--- src/rtl/interpolated_delay_line_with_pluck_core_assert.svh ---
// ----------------------------------------------------------------------------
// Assertion macros
// Shared concurrent assertion forms, clocked on clk_i, off while in reset.
// ----------------------------------------------------------------------------
`ifndef INTERPOLATED_DELAY_LINE_WITH_PLUCK_CORE_ASSERT_SVH
`define INTERPOLATED_DELAY_LINE_WITH_PLUCK_CORE_ASSERT_SVH

// same-cycle implication
`define IDLWP_ASSERT_NOW(lbl, ante, cons) \
  lbl: assert property (@(posedge clk_i) disable iff (!rst_ni) (ante) |-> (cons)) \
    else $error("idlwp assertion failed");

// next-cycle implication
`define IDLWP_ASSERT_NEXT(lbl, ante, cons) \
  lbl: assert property (@(posedge clk_i) disable iff (!rst_ni) (ante) |=> (cons)) \
    else $error("idlwp assertion failed");

`endif

--- src/rtl/idlwp_pkg.sv ---
// ----------------------------------------------------------------------------
// idlwp_pkg
// Shared types and codes of the interpolated delay line core.
// ----------------------------------------------------------------------------
package idlwp_pkg;

  localparam logic [1:0] ActSample = 2'd0;
  localparam logic [1:0] ActRamp   = 2'd1;
  localparam logic [1:0] ActPluck  = 2'd2;

  localparam logic [1:0] PhIdle = 2'd0;
  localparam logic [1:0] PhRise = 2'd1;
  localparam logic [1:0] PhFall = 2'd2;

  localparam logic [1:0] MulInterp = 2'd0;
  localparam logic [1:0] MulDelay  = 2'd1;
  localparam logic [1:0] MulPluck  = 2'd2;

  localparam logic [1:0] DivRamp = 2'd0;
  localparam logic [1:0] DivRise = 2'd1;
  localparam logic [1:0] DivFall = 2'd2;

  typedef struct packed {
    logic       clr_en;
    logic       in_ld;
    logic       rd_sel;
    logic       s0_ld;
    logic       mul_ld;
    logic [1:0] mul_sel;
    logic       y_ld;
    logic       env_upd;
    logic       wr;
    logic       ramp_upd;
    logic       tap_ld;
    logic       out_ld;
    logic       div_start;
    logic [1:0] div_sel;
    logic       ramp_ld;
    logic       rise_ld;
    logic       fall_ld;
    logic       pluck_go;
  } cmd_t;

  typedef struct packed {
    logic       clr_done;
    logic       in_valid;
    logic [1:0] in_act;
    logic       rs_zero;
    logic       p_zero;
    logic       fd_zero;
    logic       div_done;
    logic       out_free;
  } sts_t;

endpackage

--- src/rtl/idlwp_ctrl.sv ---
// ----------------------------------------------------------------------------
// idlwp_ctrl
// Sequencer: clearing pass, sample, ramp and pluck command sequences.
// ----------------------------------------------------------------------------
`include "interpolated_delay_line_with_pluck_core_assert.svh"

module idlwp_ctrl (
  input  logic            clk_i,
  input  logic            rst_ni,
  input  idlwp_pkg::sts_t sts_i,
  output idlwp_pkg::cmd_t cmd_o,
  output logic            s_axis_tready_o
);

  localparam logic [4:0] SClear  = 5'd0;
  localparam logic [4:0] SIdle   = 5'd1;
  localparam logic [4:0] SRd0    = 5'd2;
  localparam logic [4:0] SRd1    = 5'd3;
  localparam logic [4:0] SMulI   = 5'd4;
  localparam logic [4:0] SYout   = 5'd5;
  localparam logic [4:0] SWr     = 5'd6;
  localparam logic [4:0] SMulD   = 5'd7;
  localparam logic [4:0] STap    = 5'd8;
  localparam logic [4:0] SOut    = 5'd9;
  localparam logic [4:0] SRSet   = 5'd10;
  localparam logic [4:0] SRWait  = 5'd11;
  localparam logic [4:0] SPMul   = 5'd12;
  localparam logic [4:0] SPRise  = 5'd13;
  localparam logic [4:0] SPRWait = 5'd14;
  localparam logic [4:0] SPFall  = 5'd15;
  localparam logic [4:0] SPFWait = 5'd16;

  logic [4:0] state_q;
  logic [4:0] state_d;
  logic       accept;

  assign s_axis_tready_o = (state_q == SIdle);
  assign accept          = s_axis_tready_o && sts_i.in_valid;

  always_comb begin
    cmd_o         = '0;
    cmd_o.mul_sel = idlwp_pkg::MulInterp;
    cmd_o.div_sel = idlwp_pkg::DivRamp;
    cmd_o.in_ld   = accept;
    state_d       = state_q;
    unique case (state_q)
      SClear: begin
        cmd_o.clr_en = 1'b1;
        if (sts_i.clr_done) state_d = SIdle;
      end
      SIdle: begin
        if (accept) begin
          if (sts_i.in_act == idlwp_pkg::ActSample) state_d = SRd0;
          else if (sts_i.in_act == idlwp_pkg::ActRamp) state_d = SRSet;
          else if (sts_i.in_act == idlwp_pkg::ActPluck) state_d = SPMul;
        end
      end
      SRd0: state_d = SRd1;
      SRd1: begin
        cmd_o.rd_sel = 1'b1;
        cmd_o.s0_ld  = 1'b1;
        state_d      = SMulI;
      end
      SMulI: begin
        cmd_o.mul_ld = 1'b1;
        state_d      = SYout;
      end
      SYout: begin
        cmd_o.y_ld    = 1'b1;
        cmd_o.env_upd = 1'b1;
        state_d       = SWr;
      end
      SWr: begin
        cmd_o.wr       = 1'b1;
        cmd_o.ramp_upd = 1'b1;
        state_d        = SMulD;
      end
      SMulD: begin
        cmd_o.mul_ld  = 1'b1;
        cmd_o.mul_sel = idlwp_pkg::MulDelay;
        state_d       = STap;
      end
      STap: begin
        cmd_o.tap_ld = 1'b1;
        state_d      = SOut;
      end
      SOut: begin
        if (sts_i.out_free) begin
          cmd_o.out_ld = 1'b1;
          state_d      = SIdle;
        end
      end
      SRSet: begin
        if (sts_i.rs_zero) begin
          cmd_o.ramp_ld = 1'b1;
          state_d       = SIdle;
        end else begin
          cmd_o.div_start = 1'b1;
          state_d         = SRWait;
        end
      end
      SRWait: begin
        if (sts_i.div_done) begin
          cmd_o.ramp_ld = 1'b1;
          state_d       = SIdle;
        end
      end
      SPMul: begin
        cmd_o.mul_ld  = 1'b1;
        cmd_o.mul_sel = idlwp_pkg::MulPluck;
        state_d       = SPRise;
      end
      SPRise: begin
        cmd_o.div_sel = idlwp_pkg::DivRise;
        if (sts_i.p_zero) begin
          cmd_o.rise_ld = 1'b1;
          state_d       = SPFall;
        end else begin
          cmd_o.div_start = 1'b1;
          state_d         = SPRWait;
        end
      end
      SPRWait: begin
        cmd_o.div_sel = idlwp_pkg::DivRise;
        if (sts_i.div_done) begin
          cmd_o.rise_ld = 1'b1;
          state_d       = SPFall;
        end
      end
      SPFall: begin
        cmd_o.div_sel = idlwp_pkg::DivFall;
        if (sts_i.fd_zero) begin
          cmd_o.fall_ld  = 1'b1;
          cmd_o.pluck_go = 1'b1;
          state_d        = SIdle;
        end else begin
          cmd_o.div_start = 1'b1;
          state_d         = SPFWait;
        end
      end
      SPFWait: begin
        cmd_o.div_sel = idlwp_pkg::DivFall;
        if (sts_i.div_done) begin
          cmd_o.fall_ld  = 1'b1;
          cmd_o.pluck_go = 1'b1;
          state_d        = SIdle;
        end
      end
      default: state_d = SIdle;
    endcase
  end

  always_ff @(posedge clk_i or negedge rst_ni) begin
    if (!rst_ni) begin
      state_q <= SClear;
    end else begin
      state_q <= state_d;
    end
  end

  `IDLWP_ASSERT_NOW(a_out_free, cmd_o.out_ld, sts_i.out_free)
  `IDLWP_ASSERT_NEXT(a_sample_seq, accept && (sts_i.in_act == idlwp_pkg::ActSample),
                     state_q == SRd0)
  `IDLWP_ASSERT_NEXT(a_div_wait, cmd_o.div_start,
                     (state_q == SRWait) || (state_q == SPRWait) || (state_q == SPFWait))
  `IDLWP_ASSERT_NOW(a_no_wr_clear, cmd_o.wr, !cmd_o.clr_en && !s_axis_tready_o)

endmodule

--- config.mk ---
export PLATFORM = sky130hd
export DESIGN_NAME = idlwp_ctrl
export DESIGN_NICKNAME = d
export VERILOG_FILES = /design/src/rtl/idlwp_pkg.sv /design/src/rtl/idlwp_ctrl.sv
export VERILOG_INCLUDE_DIRS = /design/src /design/src/rtl
export SDC_FILE = /design/constraint.sdc
export NUM_CORES = 1
export LEC_CHECK = 0
export BUFFER_PORTS_ARGS = -buffer_cell sky130_fd_sc_hd__buf_2
export CORE_MARGIN = 3
export CORE_UTILIZATION = 41
export CTS_BUF_LIST = sky130_fd_sc_hd__clkbuf_16
export DETAILED_ROUTE_END_ITERATION = 7
export HOLD_SLACK_MARGIN = 0.05
export PLACE_DENSITY = 0.79
export REMOVE_ABC_BUFFERS = 1
export SYNTH_ARGS = -nofsm -noshare
export SYNTH_HDL_FRONTEND = slang
export SYNTH_SLANG_ARGS = --single-unit
--- constraint.sdc ---
create_clock -name clk_i -period 2.1 [get_ports clk_i]
set_clock_uncertainty 0.1 [all_clocks]
set_input_delay 0.42 -clock clk_i [delete_from_list [all_inputs] [get_ports clk_i]]
set_output_delay 0.42 -clock clk_i [all_outputs]
set_load 0.01 [all_outputs]
==> metrics, run 1 <==
input/output buffers 31; Core Box Area between 1500 and 2000 um2; GRT Util Overall 0.191; storage element area between 100 and 150 um2; violations in the final reports negative setup slack; Leakage Power roughly 0.5 nW; DRT Wirelength 2.08 mm; post-synthesis cell type count 38; largest net degree at the start of global routing 24; asr flop ratio synth 1.00; # fillers approximately 130; DP HPWL around 1.5 mm; Core Util, Final 0.624; worst path arrival time approximately 1.6 ns; total net switching power roughly 670 uW; Chip Height approximately 47 um; Vias about 830; initial drt markers 30; slowest CP cell or4b_4; DIE WIDTH roughly 47 um; clk sink count 5; Worst path top cell family by delay simple AND/OR/NAND/NOR gates; fmax approximately 470 MHz; cell accounting for the most synthesized area dfrtp_1; CTS clk-pin slew, worst paths ~0.030 ns; post-synthesis sequential area ratio 0.179; Mapped Area around 700 um2; endpoint class of the critical path output pin; CTS tree done; largest stage delay on the critical path 0.55 ns; Routed WL per cell between 10 and 15 um; Skew-Pair Late Insertion Delay between 0.2 and 0.25 ns; status finished, violations left; CP Cell Sequence or4b_4 -> o32ai_4 -> buf_2; switching share of power 0.459; share of cells above drive strength 1 0.413; Pwr Density around 1500 nW/um2; first-pass GRT wire length around 3 mm; Max-cap violations 0; RD Place Congestion roughly 0.86; antenna violations before repair 0; Worst Path Buf+Inv 1; CP Data Required Time 1.58 ns; Hold Fails Final Rpt 0; clock network fraction of total power 0.214; DRT Pass-1 Iters 4; placed cells approximately 140; Mapped Avg Cell Area approximately 7.3 um2; Post-DRT Antenna Nets 0; Worst Hold Class input pin to flip-flop; Vias/cell 5.84; maximum fanout along the worst path 4; Mapped Cells 96; Worst Max-Slew Pin Slew ~0.45 ns; Regs by FF count state_q: 5 flops; GRT overflow 0; Initial Utilization 0.449; combinational share of power 0.647; clock root buffer clkbuf_16; count leader, synth nor2_1; top-area cell type share of the netlist area 0.179; Worst setup SP type flip-flop; register with the most flip-flops state_q; max reg flops 5; clock buffer depth 2; EDFF count, synth 0; dominant cells by area after synthesis dfrtp_1 (18%), nor2_1 (5.9%), buf_4 (5.4%), inv_1 (4.8%), nor3_1 (4.3%); Layout Cells excl Fill 142; final setup fails 2; period utilisation layout 1.01; Syn-to-layout area delta 39.2%; sequential share of power 0.139; RSZ-0062 raised after global routing yes; I/O Pins 32; drt drc 0; internal power around 800 uW; fin nets 140; Num CTS Buffers 3; fin. max-slew vios 0; vias in the first global route roughly 670; Max VDD drop ~0.00065 V; final antenna diode count 0; Core Rows 14; die area approximately 2200 um2; most instantiated cells after synthesis nor2_1 (11), inv_1 (9), nor3_1 (6); worst slew margin relative to its limit 0.697; H-tree depth 1; Crit Path Class flip-flop to output pin; flops & latches, synth 5; synth warn 0; dominant synthesized flop cell dfrtp_1; fin crit period approximately 2.1 ns; area of the multi-input gates ~500 um2; final worst slack -0.0198 ns
## per-stage QoR
stage / setup WS [ns] / area, um2 / total power [mW] / TNS, ns / hold slack (ns)
floorplan: -0.155 / 627 / 0.766 / -0.317 / 0.0244
global placement: 0.173 / 840 / 1.04 / 0 / 0.136
detailed placement: 0.110 / 840 / 1.06 / 0 / 0.143
CTS: -0.0489 / 940 / 1.40 / -0.119 / 0.361
global route: -0.0653 / 973 / 1.56 / -0.158 / 0.375
finish: -0.0198 / 973 / 1.46 / -0.0395 / 0.361
## worst paths after layout
check	slack [ns]	endpoint	from	depth (start not counted)
min reg2reg	0.48	state_q[3]	state_q[3]	1
max in group asynchronous	1.31	state_q[4]	rst_ni	2
max	-0.02	cmd_o[1]	state_q[2]	3
min in group asynchronous	0.44	state_q[2]	rst_ni	2
min	0.36	state_q[4]	sts_i[2]	2
max reg2reg	0.11	state_q[1]	state_q[2]	5
## cells in the final DEF (no fill, tap or decap), drive strengths merged, types with 2 or more instances in the layout
cell type and count:
nand2 5, nor3 6, or3 2, nand3 4
mux2 2, a21oi 4, mux2i 2, nand3b 2
inv 10, buf 37, dfrtp 5, o32ai 2
clkbuf 3, a31oi 2, nor2 12, ha 2
o21ai 4, o221ai 2, nand2b 4
## timing repair
item / CTS / global route
hold buffers: 1 / 0
endpoints found under the setup margin: 4 / 5
gates cloned: 0 / 0
endpoints found under the hold margin: 5 / 0
resized for setup: 4 / 6
setup buffers: 0 / 1
## cells by family (layout without fill, tap and decap cells)
logic type / Yosys count / in the layout / synth area share
buffers and inverters: 21 / 51 / 0.152
muxes: 4 / 4 / 0.0608
AOI/OAI and AO/OA: 23 / 23 / 0.242
adders and majority gates: 3 / 3 / 0.0501
DFF: 5 / 5 / 0.179
and+or+nand+nor: 40 / 40 / 0.317
## worst register-to-register path: cells and delay by family, from the launching register on
kind / cells / cell delay, ns
AOI/OAI and AO/OA: 2 / 0.37
DFF: 1 / 0.43
muxes: 1 / 0.32
and+or+nand+nor: 2 / 0.65
## cell type report
class                           count  area share
Tap cell                           16      0.0206
Sequential cell                     5       0.131
Inverter                            9      0.0347
Multi-Input combinational cell     70       0.513
Clock buffer                        3      0.0771
Timing Repair Buffer               38       0.220
Clock inverter                      1     0.00386
## metal layers
metal | GRT usage | share of wire
met3 | 0.0345 | 0.089
met1 | 0.223 | 0.41
met4 | 0.0994 | 0.018
met5 | 0 | 0
met2 | 0.326 | 0.48
## power groups by stage
stage | Clock (mW) | Combinational [mW] | Sequential (mW)
floorplan | 0 | 0.504 | 0.262
global placement | 0 | 0.851 | 0.194
detailed placement | 0 | 0.866 | 0.198
CTS | 0.315 | 0.888 | 0.199
global route | 0.322 | 1.03 | 0.208
finish | 0.313 | 0.943 | 0.203
No activity file was read; power rests on OpenSTA's default activity.
==> run 2: changes to the inputs <==
RECOVER_POWER = 25   (was not set)
==> metrics, run 2 (synthesized netlist as in run 1, its figures left out) <==
status finished, violations left; violations in the final reports negative setup slack; final antenna diode count 0; Max VDD drop ~0.00064 V; Worst path top cell family by delay simple AND/OR/NAND/NOR gates; total net switching power around 670 uW; fin nets 140; final setup fails 2; Initial Utilization 0.449; max reg flops 5; Worst Path Buf+Inv 1; first-pass GRT wire length around 3.0 mm; r2r endpoint state_q[1]; Hold Path Origin sts_i[2]; fin crit period between 2 and 2.5 ns; I/O Pins 32; Post-DRT Antenna Nets 0; CP Cell Sequence or4b_4 -> o32ai_4 -> buf_2; hold_ws between 0.3 and 0.4 ns; die area about 2200 um2; DRT Wirelength between 2 and 2.5 mm; DP Area between 800 and 900 um2; Vias/cell a little under 6; Num CTS Buffers 3; RSZ-0062 raised after global routing yes; Max-cap violations 0; DP HPWL about 1.5 mm; Syn-to-layout area delta 38.6%; Worst setup SP type flip-flop; Worst Hold Class input pin to flip-flop; register with the most flip-flops state_q; Skew-Pair Late Insertion Delay 0.23 ns; antenna violations before repair 0; hold path cells 2; CTS tree done; GRT Util Overall 0.191; Vias 833; Power Total roughly 1.5 mW; worst path arrival time roughly 1.6 ns; initial drt markers 33; Core Box Area about 1600 um2; Chip Height about 47 um; share of cells above drive strength 1 0.397; largest net degree at the start of global routing 24; RD Place Congestion 0.861; finished layout cell area 970 um2; fin. max-slew vios 0; clk sink count 5; fmax about 470 MHz; H-tree depth 1; Leakage Power approximately 0.5 nW; most common cell after layout, fill and taps aside buf_2; CP startpoint state_q[2]; clock network fraction of total power 0.215; final worst slack -0.0199 ns; slowest CP cell or4b_4; largest stage delay on the critical path roughly 0.55 ns; clock root buffer clkbuf_16; combinational share of power 0.646; reg2reg setup slack about 0.11 ns; Hold Crit Endpoint state_q[4]; Routed WL per cell ~15 um; vias in the first global route ~670; Place WS around 0.11 ns; R2R depth 5; period utilisation layout 1.01; drt drc 0; Worst Max-Slew Pin Slew between 0.4 and 0.5 ns; DRT Pass-1 Iters 4; Pwr Density around 1500 nW/um2; input/output buffers 31; worst slew margin relative to its limit 0.698; CP Data Required Time around 1.6 ns; Regs by FF count state_q: 5 flops; Hold Fails Final Rpt 0; endpoint class of the critical path output pin; # fillers 132; RR Startpoint state_q[2]; sequential share of power 0.139; Crit Path Class flip-flop to output pin; DIE WIDTH between 40 and 50 um; Core Rows 14; switching share of power 0.459; commonest cells after routing, fill and taps aside buf_2 (30), nor2_1 (11), inv_1 (8); CTS clk-pin slew, worst paths 0.03 ns; internal power a little under 800 uW; clock buffer depth 2; GRT overflow 0; maximum fanout along the worst path 4
## run 2: per-layer routing
metal | track usage | share of wire
met5 | 0 | 0
met2 | 0.326 | 0.48
met3 | 0.0345 | 0.087
met4 | 0.0994 | 0.016
met1 | 0.223 | 0.41
## run 2: final cells by class
class	instances	area, um2	area share
multi-input cells	70	497	0.512
repair buffers	38	213	0.219
flip-flops and latches	5	128	0.132
clock buffers	3	75.1	0.0774
inverters	9	33.8	0.0348
well taps	16	20.0	0.0206
clock inverters	1	3.75	0.00387
## run 2: worst max path at each step
stage / end / slack [ns] / cells past startpoint
detailed placement: cmd_o[0] / 0.11 / 3
global route: cmd_o[0] / -0.07 / 3
global placement: state_q[3] / 0.17 / 5
CTS: cmd_o[0] / -0.05 / 3
floorplan: cmd_o[0] / -0.16 / 2
finish: cmd_o[1] / -0.02 / 3
## run 2: timing repair
item                                    4_1_cts  5_1_grt
hold buffers                                  1        0
gates resized for setup                       4        6
pin swaps                                     0        0
endpoints found under the setup margin        4        5
setup buffers                                 0        1
endpoints found under the hold margin         5        0
## run 2: power groups by stage
stage	logic (mW)	registers (mW)	clock network, mW
global placement	0.851	0.194	0
floorplan	0.504	0.262	0
CTS	0.888	0.199	0.315
finish	0.939	0.203	0.312
detailed placement	0.866	0.198	0
global route	1.03	0.208	0.322
## run 2: per-stage QoR
stage / instances / TNS [ns] / utilization
2_1_floorplan: 84 / -0.317 / -
3_5_place_dp: 136 / 0 / 0.539
4_1_cts: 141 / -0.119 / 0.603
6_report: 142 / -0.0397 / 0.622
3_3_place_gp: 136 / 0 / 0.539
5_1_grt: 142 / -0.191 / 0.622
==> run 3: changes to the inputs <==
CORE_UTILIZATION = 40   (was 41)
PLACE_DENSITY = 0.78   (was 0.79)
==> metrics, run 3 (synthesized netlist as in run 1, its figures left out) <==
status finished, violations left; violations in the final reports negative setup slack; Max-cap violations 0; clock root buffer clkbuf_16; clock buffer depth 2; RSZ-0062 raised after global routing yes; DIE WIDTH 47.8 um; Core Rows 14; register with the most flip-flops state_q; Crit Path Class flip-flop to output pin; CTS tree done; final setup fails 2; vias in the first global route ~660; Routed WL per cell roughly 14 um; clk sink count 5; antenna violations before repair 0; Initial Utilization 0.444; Regs by FF count state_q: 5 flops; Worst Hold Class input pin to flip-flop; Worst setup SP type flip-flop; DRT Pass-1 Iters 4; Vias/cell 5.82; DP Area roughly 820 um2; max reg flops 5; Core Util, Final 0.630; finished layout cell area ~990 um2; DRT Wirelength about 2.0 mm; drt drc 0; RD Place Congestion about 0.83; worst path arrival time 1.61 ns; fin nets roughly 140; DP HPWL 1.45 mm; Worst Max-Slew Pin Slew 0.470 ns; Max VDD drop about 0.00085 V; first-pass GRT wire length approximately 2.8 mm; Chip Height roughly 48 um; Pwr Density approximately 1500 nW/um2; share of cells above drive strength 1 0.414; most common cell after layout, fill and taps aside buf_2; Syn-to-layout area delta 42.0%; Power Total 1.47 mW; commonest cells after routing, fill and taps aside buf_2 (30), nor2_1 (10), inv_1 (9); fmax about 470 MHz; GRT overflow 0; setup_tns -0.0674 ns; period utilisation layout 1.02; worst slew margin relative to its limit 0.683; maximum fanout along the worst path 5; H-tree depth 1; GRT Util Overall 0.180; final worst slack -0.0337 ns; Skew-Pair Late Insertion Delay between 0.2 and 0.25 ns; CP Data Required Time about 1.6 ns; I/O Pins 32; input/output buffers 31; final antenna diode count 0; initial drt markers 20; # fillers 135; Hold Fails Final Rpt 0; die area around 2300 um2; largest net degree at the start of global routing 24; Core Box Area roughly 1600 um2; Num CTS Buffers 3; Post-DRT Antenna Nets 0; CTS clk-pin slew, worst paths around 0.030 ns; fin crit period around 2.1 ns; Leakage Power 0.509 nW; Vias between 800 and 900; endpoint class of the critical path output pin; fin. max-slew vios 0
==> run 3: area by class of cell <==
class	instances	area [um2]	area share
clock buffers	3	75.1	0.0756
clock inverters	1	3.75	0.00378
inverters	9	33.8	0.0340
multi-input cells	70	504	0.508
flip-flops and latches	5	129	0.130
well taps	16	20.0	0.0202
repair buffers	40	228	0.229
==> run 3: final timing paths <==
kind | start | end | slack (ns) | cells after the start
min in group asynchronous | rst_ni | state_q[1] | 0.48 | 2
hold reg to reg | state_q[4] | state_q[4] | 0.59 | 2
setup reg to reg | state_q[2] | state_q[1] | 0.09 | 5
setup / recovery | state_q[2] | cmd_o[0] | -0.03 | 3
max in group asynchronous | rst_ni | state_q[0] | 1.19 | 2
hold / removal | sts_i[2] | state_q[4] | 0.35 | 2
==> run 3: what timing repair did <==
action / CTS / global route
gates resized for setup: 6 / 5
setup buffers: 2 / 3
hold endpoints to repair: 5 / 0
pin swaps: 0 / 0
endpoints found under the setup margin: 5 / 5
hold buffers: 1 / 0
==> run 3: report_power, final <==
part / internal [mW] / switching [mW] / total (mW) / leakage (nW)
Clock: 0.247 / 0.0643 / 0.311 / 0.0423
Sequential: 0.144 / 0.0689 / 0.213 / 0.0586
Combinational: 0.408 / 0.538 / 0.946 / 0.408
Total: 0.799 / 0.671 / 1.47 / 0.509
==> run 3: layer usage <==
layer | GRT usage | vias up | share of wire
met2 | 0.296 | 51 | 0.46
met5 | 0 | - | 0
li1 | - | 405 | -
met1 | 0.217 | 378 | 0.42
met3 | 0.0376 | 4 | 0.10
met4 | 0.0968 | 0 | 0.017
==> run 3: critical path, cell delays in order, from the launching register on <==
cell and delay [ns]:
dfrtp_2 0.43, or4b_4 0.56, o32ai_4 0.22, buf_2 0.17
==> run 3: through the flow <==
| step | cells | setup WS (ns) | hold WS [ns] |
|---|---|---|---|
| CTS | 141 | -0.0233 | 0.341 |
| floorplan | 84 | -0.155 | 0.0244 |
| detailed placement | 134 | 0.0392 | 0.138 |
| global placement | 134 | 0.103 | 0.133 |
| finish | 144 | -0.0337 | 0.349 |
| global route | 144 | -0.0792 | 0.354 |
